File: src/hw/rtl/awsb_pkg.sv
// Package for the work-split balancer: constants, types and small helper functions.
package awsb_pkg;

   localparam int DIV_W  = 52;
   localparam int DVSR_W = 33;
   localparam int CNT_W  = $clog2(DIV_W);

   localparam logic [19:0] MAX_SPLIT_ROWS = 20'd131072;
   localparam logic [19:0] MIN_SPLIT_ROWS = 20'd4096;
   localparam logic signed [19:0] HOLD_BAND = 20'sd1024;
   localparam logic [20:0] DEFAULT_CUT  = 21'd65536;
   localparam logic [21:0] BUMP_DEFAULT = 22'd4096;
   localparam logic [15:0] FRAC_LOW  = 16'd13107;
   localparam logic [15:0] FRAC_HIGH = 16'd55706;

   localparam logic [1:0] ACT_REQUEST = 2'd0;
   localparam logic [1:0] ACT_SPLIT   = 2'd1;
   localparam logic [1:0] ACT_SINGLE  = 2'd2;

   typedef enum logic [3:0] {
      ST_IDLE, ST_DISPATCH, ST_RATE_B, ST_RATE_B_WAIT, ST_RATE_A, ST_RATE_A_WAIT,
      ST_WALL, ST_EST, ST_EST_MUL, ST_EST_WAIT, ST_JUDGE, ST_FRAC_WAIT, ST_CUT,
      ST_SEED_WAIT, ST_OUTPUT
   } state_type;

   typedef struct packed {
      logic start;
   } div_ctrl_type;

   typedef struct packed {
      logic busy;
      logic done;
   } div_stat_type;

   function automatic logic [31:0] sat32(input logic [DIV_W-1:0] q);
      return (q[DIV_W-1:32] != '0) ? 32'hFFFF_FFFF : q[31:0];
   endfunction

   // (sample + 3*old + 2) >> 2
   function automatic logic [31:0] ema32(input logic [31:0] s, input logic [31:0] o);
      logic [33:0] t;
      t = {2'b0, s} + {1'b0, o, 1'b0} + {2'b0, o} + 34'd2;
      return t[33:2];
   endfunction

endpackage

File: src/hw/rtl/awsb_divider.sv
// Bit-serial restoring divider, one quotient bit per cycle.
module awsb_divider (
   input  logic                           clock,
   input  logic                           reset,
   input  awsb_pkg::div_ctrl_type         ctrl,
   input  logic [awsb_pkg::DIV_W-1:0]     dividend,
   input  logic [awsb_pkg::DVSR_W-1:0]    divisor,
   output awsb_pkg::div_stat_type         stat,
   output logic [awsb_pkg::DIV_W-1:0]     quotient
);

   logic [awsb_pkg::DIV_W-1:0]  quo_ff, quo_in;
   logic [awsb_pkg::DVSR_W-1:0] rem_ff, rem_in, dvsr_ff, dvsr_in;
   logic [awsb_pkg::CNT_W-1:0]  cnt_ff, cnt_in;
   logic                        busy_ff, busy_in, done_ff, done_in;
   logic [awsb_pkg::DVSR_W:0]   trial, diff;

   always_comb begin
      trial   = {rem_ff, quo_ff[awsb_pkg::DIV_W-1]};
      diff    = trial - {1'b0, dvsr_ff};
      quo_in  = quo_ff;
      rem_in  = rem_ff;
      dvsr_in = dvsr_ff;
      cnt_in  = cnt_ff;
      busy_in = busy_ff;
      done_in = 1'b0;
      if (ctrl.start) begin
         quo_in  = dividend;
         rem_in  = '0;
         dvsr_in = divisor;
         cnt_in  = '0;
         busy_in = 1'b1;
      end else if (busy_ff) begin
         // shift in one dividend bit, keep the difference if it fits
         if (trial >= {1'b0, dvsr_ff}) begin
            rem_in = diff[awsb_pkg::DVSR_W-1:0];
            quo_in = {quo_ff[awsb_pkg::DIV_W-2:0], 1'b1};
         end else begin
            rem_in = trial[awsb_pkg::DVSR_W-1:0];
            quo_in = {quo_ff[awsb_pkg::DIV_W-2:0], 1'b0};
         end
         cnt_in = cnt_ff + 1'b1;
         if (cnt_ff == awsb_pkg::CNT_W'(awsb_pkg::DIV_W - 1)) begin
            busy_in = 1'b0;
            done_in = 1'b1;
         end
      end
   end

   always_ff @(posedge clock) begin
      quo_ff  <= quo_in;
      rem_ff  <= rem_in;
      dvsr_ff <= dvsr_in;
      cnt_ff  <= cnt_in;
      if (reset) begin
         busy_ff <= 1'b0;
         done_ff <= 1'b0;
      end else begin
         busy_ff <= busy_in;
         done_ff <= done_in;
      end
   end

   assign stat.busy = busy_ff;
   assign stat.done = done_ff;
   assign quotient  = quo_ff;

endmodule

File: src/hw/rtl/adaptive_work_split_balancer.sv
// Top level of the work-split balancer: sequencer, state and result register.
//
//   channel | direction | handshake            | word
//   req_    | in        | req_valid/req_ready  | action, vocab, rows, times, wall time
//   rsp_    | out       | rsp_valid/rsp_ready  | cut, use_split, profitable, bail, estimate, join
//   csr_    | in        | csr_valid/csr_ready  | cut_override (20 bit)
//
// One word at a time. Every division runs on the shared bit-serial divider: a request
// uses at most one (the rate division), a split report up to three, a single-engine
// report at most one (the seed division), others none.
// Reset is synchronous and active high and clears the control and balancer state; data registers are not reset.
// A finished result waits in the output register; a new word is taken as soon as
// the result is loaded there, and only the next result waits for the sink.
module adaptive_work_split_balancer (
   input  logic        clock,
   input  logic        reset,
   input  logic        req_valid,
   output logic        req_ready,
   input  logic [1:0]  req_action,
   input  logic [19:0] req_vocab_size,
   input  logic [19:0] req_gpu_rows,
   input  logic [31:0] req_gpu_time,
   input  logic [19:0] req_cpu_rows,
   input  logic [31:0] req_cpu_time,
   input  logic [31:0] req_wall_time,
   output logic        rsp_valid,
   input  logic        rsp_ready,
   output logic [17:0] rsp_cut,
   output logic        rsp_use_split,
   output logic        rsp_profitable,
   output logic        rsp_bail_latched,
   output logic [31:0] rsp_single_estimate,
   output logic [31:0] rsp_join_time,
   input  logic        csr_valid,
   output logic        csr_ready,
   input  logic [19:0] csr_data
);

   awsb_pkg::state_type state_ff, state_in;

   // latched input word
   logic [1:0]  act_ff, act_in;
   logic [19:0] vocab_ff, vocab_in, rows_b_ff, rows_b_in, rows_a_ff, rows_a_in;
   logic [31:0] time_b_ff, time_b_in, time_a_ff, time_a_in, wall_ff, wall_in;

   // balancer state
   logic [19:0] ovr_ff;
   logic [31:0] rate_a_ff, rate_a_in, rate_b_ff, rate_b_in;
   logic [39:0] wall_avg_ff, wall_avg_in;
   logic        avg_valid_ff, avg_valid_in;
   logic [31:0] last_a_ff, last_a_in, last_b_ff, last_b_in;
   logic [17:0] held_ff, held_in;
   logic        bail_ff, bail_in;

   // working registers
   logic [20:0] base_ff, base_in;
   logic [51:0] prod_ff, prod_in;
   logic [17:0] cut_res_ff, cut_res_in;
   logic        use_res_ff, use_res_in, prof_res_ff, prof_res_in;
   logic [31:0] est_ff, est_in, join_ff, join_in;

   // output register
   logic        rsp_valid_ff, rsp_valid_in;
   logic [17:0] rsp_cut_ff, rsp_cut_in;
   logic        rsp_use_ff, rsp_use_in, rsp_prof_ff, rsp_prof_in, rsp_bail_ff, rsp_bail_in;
   logic [31:0] rsp_est_ff, rsp_est_in, rsp_join_ff, rsp_join_in;

   // divider
   awsb_pkg::div_ctrl_type div_ctrl;
   awsb_pkg::div_stat_type div_stat;
   logic [51:0] div_dividend, div_quot;
   logic [32:0] div_divisor;

   awsb_divider u_div (
      .clock    (clock),
      .reset    (reset),
      .ctrl     (div_ctrl),
      .dividend (div_dividend),
      .divisor  (div_divisor),
      .stat     (div_stat),
      .quotient (div_quot)
   );

   // combinational temporaries
   logic [31:0] r_sat, mx;
   logic [42:0] wsum;
   logic [39:0] wq;
   logic [40:0] wround;
   logic [31:0] rounded;
   logic [15:0] frac;
   logic [35:0] fprod;
   logic [36:0] fsum;
   logic [21:0] c, step;
   logic [32:0] a33, b33, aa, bb;
   logic [17:0] cut18;
   logic signed [19:0] d;

   always_comb begin
      state_in     = state_ff;
      act_in       = act_ff;
      vocab_in     = vocab_ff;
      rows_b_in    = rows_b_ff;
      rows_a_in    = rows_a_ff;
      time_b_in    = time_b_ff;
      time_a_in    = time_a_ff;
      wall_in      = wall_ff;
      rate_a_in    = rate_a_ff;
      rate_b_in    = rate_b_ff;
      wall_avg_in  = wall_avg_ff;
      avg_valid_in = avg_valid_ff;
      last_a_in    = last_a_ff;
      last_b_in    = last_b_ff;
      held_in      = held_ff;
      bail_in      = bail_ff;
      base_in      = base_ff;
      prod_in      = prod_ff;
      cut_res_in   = cut_res_ff;
      use_res_in   = use_res_ff;
      prof_res_in  = prof_res_ff;
      est_in       = est_ff;
      join_in      = join_ff;
      rsp_cut_in   = rsp_cut_ff;
      rsp_use_in   = rsp_use_ff;
      rsp_prof_in  = rsp_prof_ff;
      rsp_bail_in  = rsp_bail_ff;
      rsp_est_in   = rsp_est_ff;
      rsp_join_in  = rsp_join_ff;
      rsp_valid_in = rsp_valid_ff && !rsp_ready;
      div_ctrl.start = 1'b0;
      div_dividend   = '0;
      div_divisor    = '0;

      r_sat   = awsb_pkg::sat32(div_quot);
      mx      = (time_a_ff > time_b_ff) ? time_a_ff : time_b_ff;
      wq      = {wall_ff, 8'b0};
      wsum    = {3'b0, wq} + {2'b0, wall_avg_ff, 1'b0} + {3'b0, wall_avg_ff} + 43'd2;
      wround  = {1'b0, wall_avg_ff} + 41'd128;
      rounded = wround[39:8];

      // clamp the rate fraction and scale it to rows
      if (div_quot[16:0] < {1'b0, awsb_pkg::FRAC_LOW}) begin
         frac = awsb_pkg::FRAC_LOW;
      end else if (div_quot[16:0] > {1'b0, awsb_pkg::FRAC_HIGH}) begin
         frac = awsb_pkg::FRAC_HIGH;
      end else begin
         frac = div_quot[15:0];
      end
      fprod = frac * vocab_ff;
      fsum  = {1'b0, fprod} + 37'd32768;

      // bump by the last time imbalance, clamp, then hold within the band
      c    = {1'b0, base_ff};
      step = {7'b0, vocab_ff[19:13], 8'b0};
      a33  = {1'b0, last_a_ff};
      b33  = {1'b0, last_b_ff};
      aa   = a33 + (a33 >> 3);
      bb   = b33 + (b33 >> 3);
      if (last_a_ff != '0 && last_b_ff != '0) begin
         if (a33 > bb) begin
            c = c + ((step != '0) ? step : awsb_pkg::BUMP_DEFAULT);
         end else if (b33 > aa && c > step + {2'b0, awsb_pkg::MIN_SPLIT_ROWS}) begin
            c = c - step;
         end
      end
      if (c < {2'b0, awsb_pkg::MIN_SPLIT_ROWS}) c = {2'b0, awsb_pkg::MIN_SPLIT_ROWS};
      if (c > {2'b0, awsb_pkg::MAX_SPLIT_ROWS}) c = {2'b0, awsb_pkg::MAX_SPLIT_ROWS};
      if (c >= {2'b0, vocab_ff}) c = {3'b0, vocab_ff[19:1]};
      cut18 = c[17:0];
      d = $signed({2'b0, cut18}) - $signed({2'b0, held_ff});
      if (held_ff != '0 && d > -awsb_pkg::HOLD_BAND && d < awsb_pkg::HOLD_BAND) begin
         cut18 = held_ff;
      end

      case (state_ff)
         awsb_pkg::ST_IDLE: begin
            if (req_valid) begin
               act_in      = req_action;
               vocab_in    = req_vocab_size;
               rows_b_in   = req_gpu_rows;
               time_b_in   = req_gpu_time;
               rows_a_in   = req_cpu_rows;
               time_a_in   = req_cpu_time;
               wall_in     = req_wall_time;
               cut_res_in  = '0;
               use_res_in  = 1'b0;
               prof_res_in = 1'b0;
               est_in      = '0;
               join_in     = '0;
               state_in    = awsb_pkg::ST_DISPATCH;
            end
         end
         awsb_pkg::ST_DISPATCH: begin
            case (act_ff)
               awsb_pkg::ACT_REQUEST: begin
                  state_in = awsb_pkg::ST_OUTPUT;
                  if (!bail_ff && vocab_ff >= awsb_pkg::MIN_SPLIT_ROWS) begin
                     use_res_in = 1'b1;
                     if (ovr_ff >= awsb_pkg::MIN_SPLIT_ROWS && ovr_ff < vocab_ff) begin
                        // forced cut leaves the held cut alone
                        cut_res_in = (ovr_ff < awsb_pkg::MAX_SPLIT_ROWS) ? ovr_ff[17:0]
                                                                     : awsb_pkg::MAX_SPLIT_ROWS[17:0];
                     end else if (avg_valid_ff && rate_a_ff != '0 && rate_b_ff != '0) begin
                        div_ctrl.start = 1'b1;
                        div_dividend   = {4'b0, rate_b_ff, 16'b0};
                        div_divisor    = {1'b0, rate_a_ff} + {1'b0, rate_b_ff};
                        state_in       = awsb_pkg::ST_FRAC_WAIT;
                     end else begin
                        base_in  = awsb_pkg::DEFAULT_CUT;
                        state_in = awsb_pkg::ST_CUT;
                     end
                  end
               end
               awsb_pkg::ACT_SPLIT: begin
                  last_a_in = time_a_ff;
                  last_b_in = time_b_ff;
                  state_in  = awsb_pkg::ST_RATE_B;
               end
               awsb_pkg::ACT_SINGLE: begin
                  est_in   = time_a_ff;
                  state_in = awsb_pkg::ST_OUTPUT;
                  if (rate_a_ff == '0 && time_a_ff != '0 && vocab_ff != '0) begin
                     div_ctrl.start = 1'b1;
                     div_dividend   = {16'b0, vocab_ff, 16'b0};
                     div_divisor    = {1'b0, time_a_ff};
                     state_in       = awsb_pkg::ST_SEED_WAIT;
                  end
               end
               default: state_in = awsb_pkg::ST_OUTPUT;
            endcase
         end
         awsb_pkg::ST_RATE_B: begin
            if (time_b_ff != '0 && rows_b_ff != '0) begin
               div_ctrl.start = 1'b1;
               div_dividend   = {16'b0, rows_b_ff, 16'b0};
               div_divisor    = {1'b0, time_b_ff};
               state_in       = awsb_pkg::ST_RATE_B_WAIT;
            end else begin
               state_in = awsb_pkg::ST_RATE_A;
            end
         end
         awsb_pkg::ST_RATE_B_WAIT: begin
            if (div_stat.done) begin
               rate_b_in = avg_valid_ff ? awsb_pkg::ema32(r_sat, rate_b_ff) : r_sat;
               state_in  = awsb_pkg::ST_RATE_A;
            end
         end
         awsb_pkg::ST_RATE_A: begin
            if (time_a_ff != '0 && rows_a_ff != '0) begin
               div_ctrl.start = 1'b1;
               div_dividend   = {16'b0, rows_a_ff, 16'b0};
               div_divisor    = {1'b0, time_a_ff};
               state_in       = awsb_pkg::ST_RATE_A_WAIT;
            end else begin
               state_in = awsb_pkg::ST_WALL;
            end
         end
         awsb_pkg::ST_RATE_A_WAIT: begin
            if (div_stat.done) begin
               rate_a_in = avg_valid_ff ? awsb_pkg::ema32(r_sat, rate_a_ff) : r_sat;
               state_in  = awsb_pkg::ST_WALL;
            end
         end
         awsb_pkg::ST_WALL: begin
            wall_avg_in  = avg_valid_ff ? wsum[41:2] : wq;
            avg_valid_in = 1'b1;
            join_in      = (wall_ff > mx) ? wall_ff - mx : '0;
            state_in     = awsb_pkg::ST_EST;
         end
         awsb_pkg::ST_EST: begin
            if (rate_a_ff != '0) begin
               div_ctrl.start = 1'b1;
               div_dividend   = {16'b0, vocab_ff, 16'b0} + {21'b0, rate_a_ff[31:1]};
               div_divisor    = {1'b0, rate_a_ff};
               state_in       = awsb_pkg::ST_EST_WAIT;
            end else if (rows_a_ff != '0 && time_a_ff != '0) begin
               prod_in  = time_a_ff * vocab_ff;
               state_in = awsb_pkg::ST_EST_MUL;
            end else begin
               est_in   = '0;
               state_in = awsb_pkg::ST_JUDGE;
            end
         end
         awsb_pkg::ST_EST_MUL: begin
            div_ctrl.start = 1'b1;
            div_dividend   = prod_ff;
            div_divisor    = {13'b0, rows_a_ff};
            state_in       = awsb_pkg::ST_EST_WAIT;
         end
         awsb_pkg::ST_EST_WAIT: begin
            if (div_stat.done) begin
               est_in   = r_sat;
               state_in = awsb_pkg::ST_JUDGE;
            end
         end
         awsb_pkg::ST_JUDGE: begin
            // latch bail once the split stops paying off
            if (est_ff != '0) begin
               if (rounded < est_ff) prof_res_in = 1'b1;
               else bail_in = 1'b1;
            end
            state_in = awsb_pkg::ST_OUTPUT;
         end
         awsb_pkg::ST_FRAC_WAIT: begin
            if (div_stat.done) begin
               base_in  = fsum[36:16];
               state_in = awsb_pkg::ST_CUT;
            end
         end
         awsb_pkg::ST_CUT: begin
            held_in    = cut18;
            cut_res_in = cut18;
            state_in   = awsb_pkg::ST_OUTPUT;
         end
         awsb_pkg::ST_SEED_WAIT: begin
            if (div_stat.done) begin
               rate_a_in = r_sat;
               state_in  = awsb_pkg::ST_OUTPUT;
            end
         end
         awsb_pkg::ST_OUTPUT: begin
            // hold until the output register is free
            if (!rsp_valid_ff || rsp_ready) begin
               rsp_valid_in = 1'b1;
               rsp_cut_in   = cut_res_ff;
               rsp_use_in   = use_res_ff;
               rsp_prof_in  = prof_res_ff;
               rsp_bail_in  = bail_ff;
               rsp_est_in   = est_ff;
               rsp_join_in  = join_ff;
               state_in     = awsb_pkg::ST_IDLE;
            end
         end
         default: state_in = awsb_pkg::ST_IDLE;
      endcase
   end

   always_ff @(posedge clock) begin
      act_ff      <= act_in;
      vocab_ff    <= vocab_in;
      rows_b_ff   <= rows_b_in;
      rows_a_ff   <= rows_a_in;
      time_b_ff   <= time_b_in;
      time_a_ff   <= time_a_in;
      wall_ff     <= wall_in;
      base_ff     <= base_in;
      prod_ff     <= prod_in;
      cut_res_ff  <= cut_res_in;
      use_res_ff  <= use_res_in;
      prof_res_ff <= prof_res_in;
      est_ff      <= est_in;
      join_ff     <= join_in;
      rsp_cut_ff  <= rsp_cut_in;
      rsp_use_ff  <= rsp_use_in;
      rsp_prof_ff <= rsp_prof_in;
      rsp_bail_ff <= rsp_bail_in;
      rsp_est_ff  <= rsp_est_in;
      rsp_join_ff <= rsp_join_in;
      if (reset) begin
         state_ff     <= awsb_pkg::ST_IDLE;
         ovr_ff       <= '0;
         rate_a_ff    <= '0;
         rate_b_ff    <= '0;
         wall_avg_ff  <= '0;
         avg_valid_ff <= 1'b0;
         last_a_ff    <= '0;
         last_b_ff    <= '0;
         held_ff      <= '0;
         bail_ff      <= 1'b0;
         rsp_valid_ff <= 1'b0;
      end else begin
         state_ff     <= state_in;
         if (csr_valid) ovr_ff <= csr_data;
         rate_a_ff    <= rate_a_in;
         rate_b_ff    <= rate_b_in;
         wall_avg_ff  <= wall_avg_in;
         avg_valid_ff <= avg_valid_in;
         last_a_ff    <= last_a_in;
         last_b_ff    <= last_b_in;
         held_ff      <= held_in;
         bail_ff      <= bail_in;
         rsp_valid_ff <= rsp_valid_in;
      end
   end

   assign req_ready           = (state_ff == awsb_pkg::ST_IDLE);
   assign csr_ready           = 1'b1;
   assign rsp_valid           = rsp_valid_ff;
   assign rsp_cut             = rsp_cut_ff;
   assign rsp_use_split       = rsp_use_ff;
   assign rsp_profitable      = rsp_prof_ff;
   assign rsp_bail_latched    = rsp_bail_ff;
   assign rsp_single_estimate = rsp_est_ff;
   assign rsp_join_time       = rsp_join_ff;

`ifndef SYNTH
   a_done_in_wait: assert property (@(posedge clock) disable iff (reset)
      div_stat.done |-> (state_ff == awsb_pkg::ST_RATE_B_WAIT ||
                         state_ff == awsb_pkg::ST_RATE_A_WAIT ||
                         state_ff == awsb_pkg::ST_EST_WAIT ||
                         state_ff == awsb_pkg::ST_FRAC_WAIT ||
                         state_ff == awsb_pkg::ST_SEED_WAIT))
      else $error("divider finished outside a wait state");
   a_held_range: assert property (@(posedge clock) disable iff (reset)
      held_ff <= awsb_pkg::MAX_SPLIT_ROWS[17:0])
      else $error("held cut above the split limit");
   a_bail_sticky: assert property (@(posedge clock) disable iff (reset)
      (!$past(reset) && $past(bail_ff)) |-> bail_ff)
      else $error("bail flag cleared without reset");
   a_start_idle_div: assert property (@(posedge clock) disable iff (reset)
      div_ctrl.start |-> !div_stat.busy)
      else $error("divider restarted while busy");
`endif

endmodule

File: config.mk
export PLATFORM = sky130hd
export DESIGN_NAME = adaptive_work_split_balancer
export DESIGN_NICKNAME = d
export VERILOG_FILES = /design/src/hw/rtl/awsb_pkg.sv /design/src/hw/rtl/awsb_divider.sv /design/src/hw/rtl/adaptive_work_split_balancer.sv
export SDC_FILE = /design/constraint.sdc
export NUM_CORES = 2
export LEC_CHECK = 0
export ABC_AREA = 1
export BUFFER_PORTS_ARGS = -buffer_cell sky130_fd_sc_hd__buf_2
export CORE_MARGIN = 5
export CORE_UTILIZATION = 55
export DETAILED_ROUTE_END_ITERATION = 7
export PLACE_DENSITY = 0.75
export SETUP_SLACK_MARGIN = 0.3
export SLEW_MARGIN = 20
export SYNTH_ARGS = -nofsm -noshare
export SYNTH_HDL_FRONTEND = slang
export SYNTH_HIERARCHICAL = 1
export SYNTH_SLANG_ARGS = --single-unit
File: constraint.sdc
create_clock -name clock -period 9.1 [get_ports clock]
set_input_delay 1.365 -clock clock [delete_from_list [all_inputs] [get_ports clock]]
set_output_delay 1.365 -clock clock [all_outputs]
set_load 0.02 [all_outputs]
==> out/results.tsv <==
metric	value	unit
outcome	finished, violations left	
failing checks	negative setup slack	
Top cell by count, worst path	nand2_1	
M2 GR Usage	0.5978	
register clock-pin slew on the reported worst setup and hold paths	0.06	ns
yosys warns	6	
CP arrival	10.24	ns
NumNets Final	13300	
pin count of the biggest net entering global routing	159	
final wirelength	324500	um
via count	79520	
Least-Margin Pin Slew	1.225	ns
I/O pin total	271	
clock root buffer	clkbuf_16	
layout cell share with drive strength beyond 1	0.1140	
Port Buf Inserts	269	
WS Path Type	reg -> reg	
DP Wirelength	255800	um
initial antenna violation count	32	
final hold violations	0	
Crit path required time	9.58	ns
Total GRT Usage	0.3922	
Max-slew headroom	0.1835	
GR peak layer	met2	
Final Setup Violations	36	
later-pin clock latency in the skew report	0.74	ns
CTS tree	built	
global-route wire length before repair	483100	um
fin crit period	9.759	ns
Inserted Clock Buffers	88	
Initial DRT Pass Iterations	7	
RSZ-0062 raised after global routing	yes	
CTS Buffer Depth	3	
ANT nets after route	0	
Setup Total Neg Slack	-21.31	ns
met1 usage	0.4928	
Tcrit/Tclk final	1.072	
die height	404.0	um
M3 GR Usage	0.1107	
Worst setup SP type	register	
dpl ws	-0.7972	ns
number of vias per cell	5.864	
gpl congestion	1.073	
die area	163200	um2
Iter 0 DRT Violations	8897	
FP Rows	144	
# DRC	0	
max-slew violations	0	
fmax	0.1025	GHz
HP Class	reg -> reg	
clk sink count	739	
Worst Setup End Kind	register	
routed len/inst	23.93	um
Horiz. Die Dim	404.0	um
Starting Density	0.5536	
Min Hold Slack	0.4086	ns
crit-path max FO	8	
Worst path slowest cell	or4_4	
Post-Syn Area	85380	um2
max incr delay on CP	0.50	ns
number of global-route vias before repair	79510	
H-tree depth	3	
setup ws final	-0.6594	ns
core footprint	154200	um2
Max Cap Viol	0	
area grow syn2layout	13.00	%
fin util	0.6255	
GR Overflow Total	0	
post-synthesis cell count	10850	
Mapped Avg Cell Area	7.870	um2
Clock Skews	0.04914	ns
## placed cells by master, fill, tap and decap left out, types with 97 or more instances in the layout
cell      count
dfxtp_1     245
o22ai_1      97
nand2_1    2553
xnor2_1     110
fa_1        887
inv_1      2107
xor2_1      174
buf_2       268
edfxtp_1    485
buf_4       576
nor2_1      593
a21oi_1     784
nand3_1     289
ha_1        787
nand4_1     111
o21ai_0     377
## worst paths after layout
| check | start | endpoint | slack (ns) | cells after the start |
|---|---|---|---|---|
| min | join_ff[23] | rsp_join_time[23] | 0.41 | 0 |
| min reg2reg | join_ff[23] | rsp_join_time[23] | 0.41 | 0 |
| max reg2reg | last_b_ff[4] | cut_res_ff[11] | -0.66 | 74 |
| max | last_b_ff[4] | cut_res_ff[11] | -0.66 | 74 |
## layout make-up
cell class / count / area [um2]
repair buffers: 865 / 5978
well taps: 2044 / 2557
multi-input cells: 7572 / 56930
clock inverters: 58 / 858.3
diodes: 21 / 52.55
fillers: 13500 / 57760
inverters: 2157 / 8112
flip-flops and latches: 739 / 19660
clock buffers: 105 / 2317
## what timing repair did
action	4_1_cts	5_1_grt
setup endpoints to repair	36	50
cloned	4	1
pin swaps	67	62
buffers inserted	81	16
hold buffers	0	0
gates resized for setup	89	75
## through the flow
stage | instance area (um2) | std cells
2_1_floorplan | 85590 | 10850
3_3_place_gp | 91730 | 13270
3_5_place_dp | 91750 | 13270
4_1_cts | 95940 | 13520
5_1_grt | 96440 | 13550
6_report | 96470 | 13560
## flip-flops by register name, indices dropped and copies added (netlist names), 21 cells and up
register             cells
base_ff                 21
est_ff                  32
join_ff                 32
last_a_ff               32
last_b_ff               32
prod_ff                 52
rate_a_ff               32
rate_b_ff               32
rsp_join_time           32
rsp_single_estimate     32
time_a_ff               32
time_b_ff               32
u_div/dvsr_ff           33
u_div/quotient          52
u_div/rem_ff            33
wall_avg_ff             40
wall_ff                 32
## per-layer routing
| metal | vias up | share of wire |
|---|---|---|
| li1 | 35680 | - |
| met1 | 38160 | 0.37 |
| met2 | 4489 | 0.43 |
| met3 | 1176 | 0.12 |
| met4 | 12 | 0.082 |
| met5 | - | 0.00024 |
## critical path: cells and delay by family, from the launching register on
kind | cells | cell delay, ns
XOR/XNOR | 2 | 0.29
adder cells (fa/ha/maj) | 5 | 1.35
AO/OA/AOI/OAI | 19 | 2.62
AND/OR/NAND/NOR | 39 | 3.93
buffers and inverters | 9 | 0.93
flip-flops | 1 | 0.37
Power is left out: the tool's default activity adds up to more than one toggle a clock period on the data nets, which glitch-free logic cannot reach.
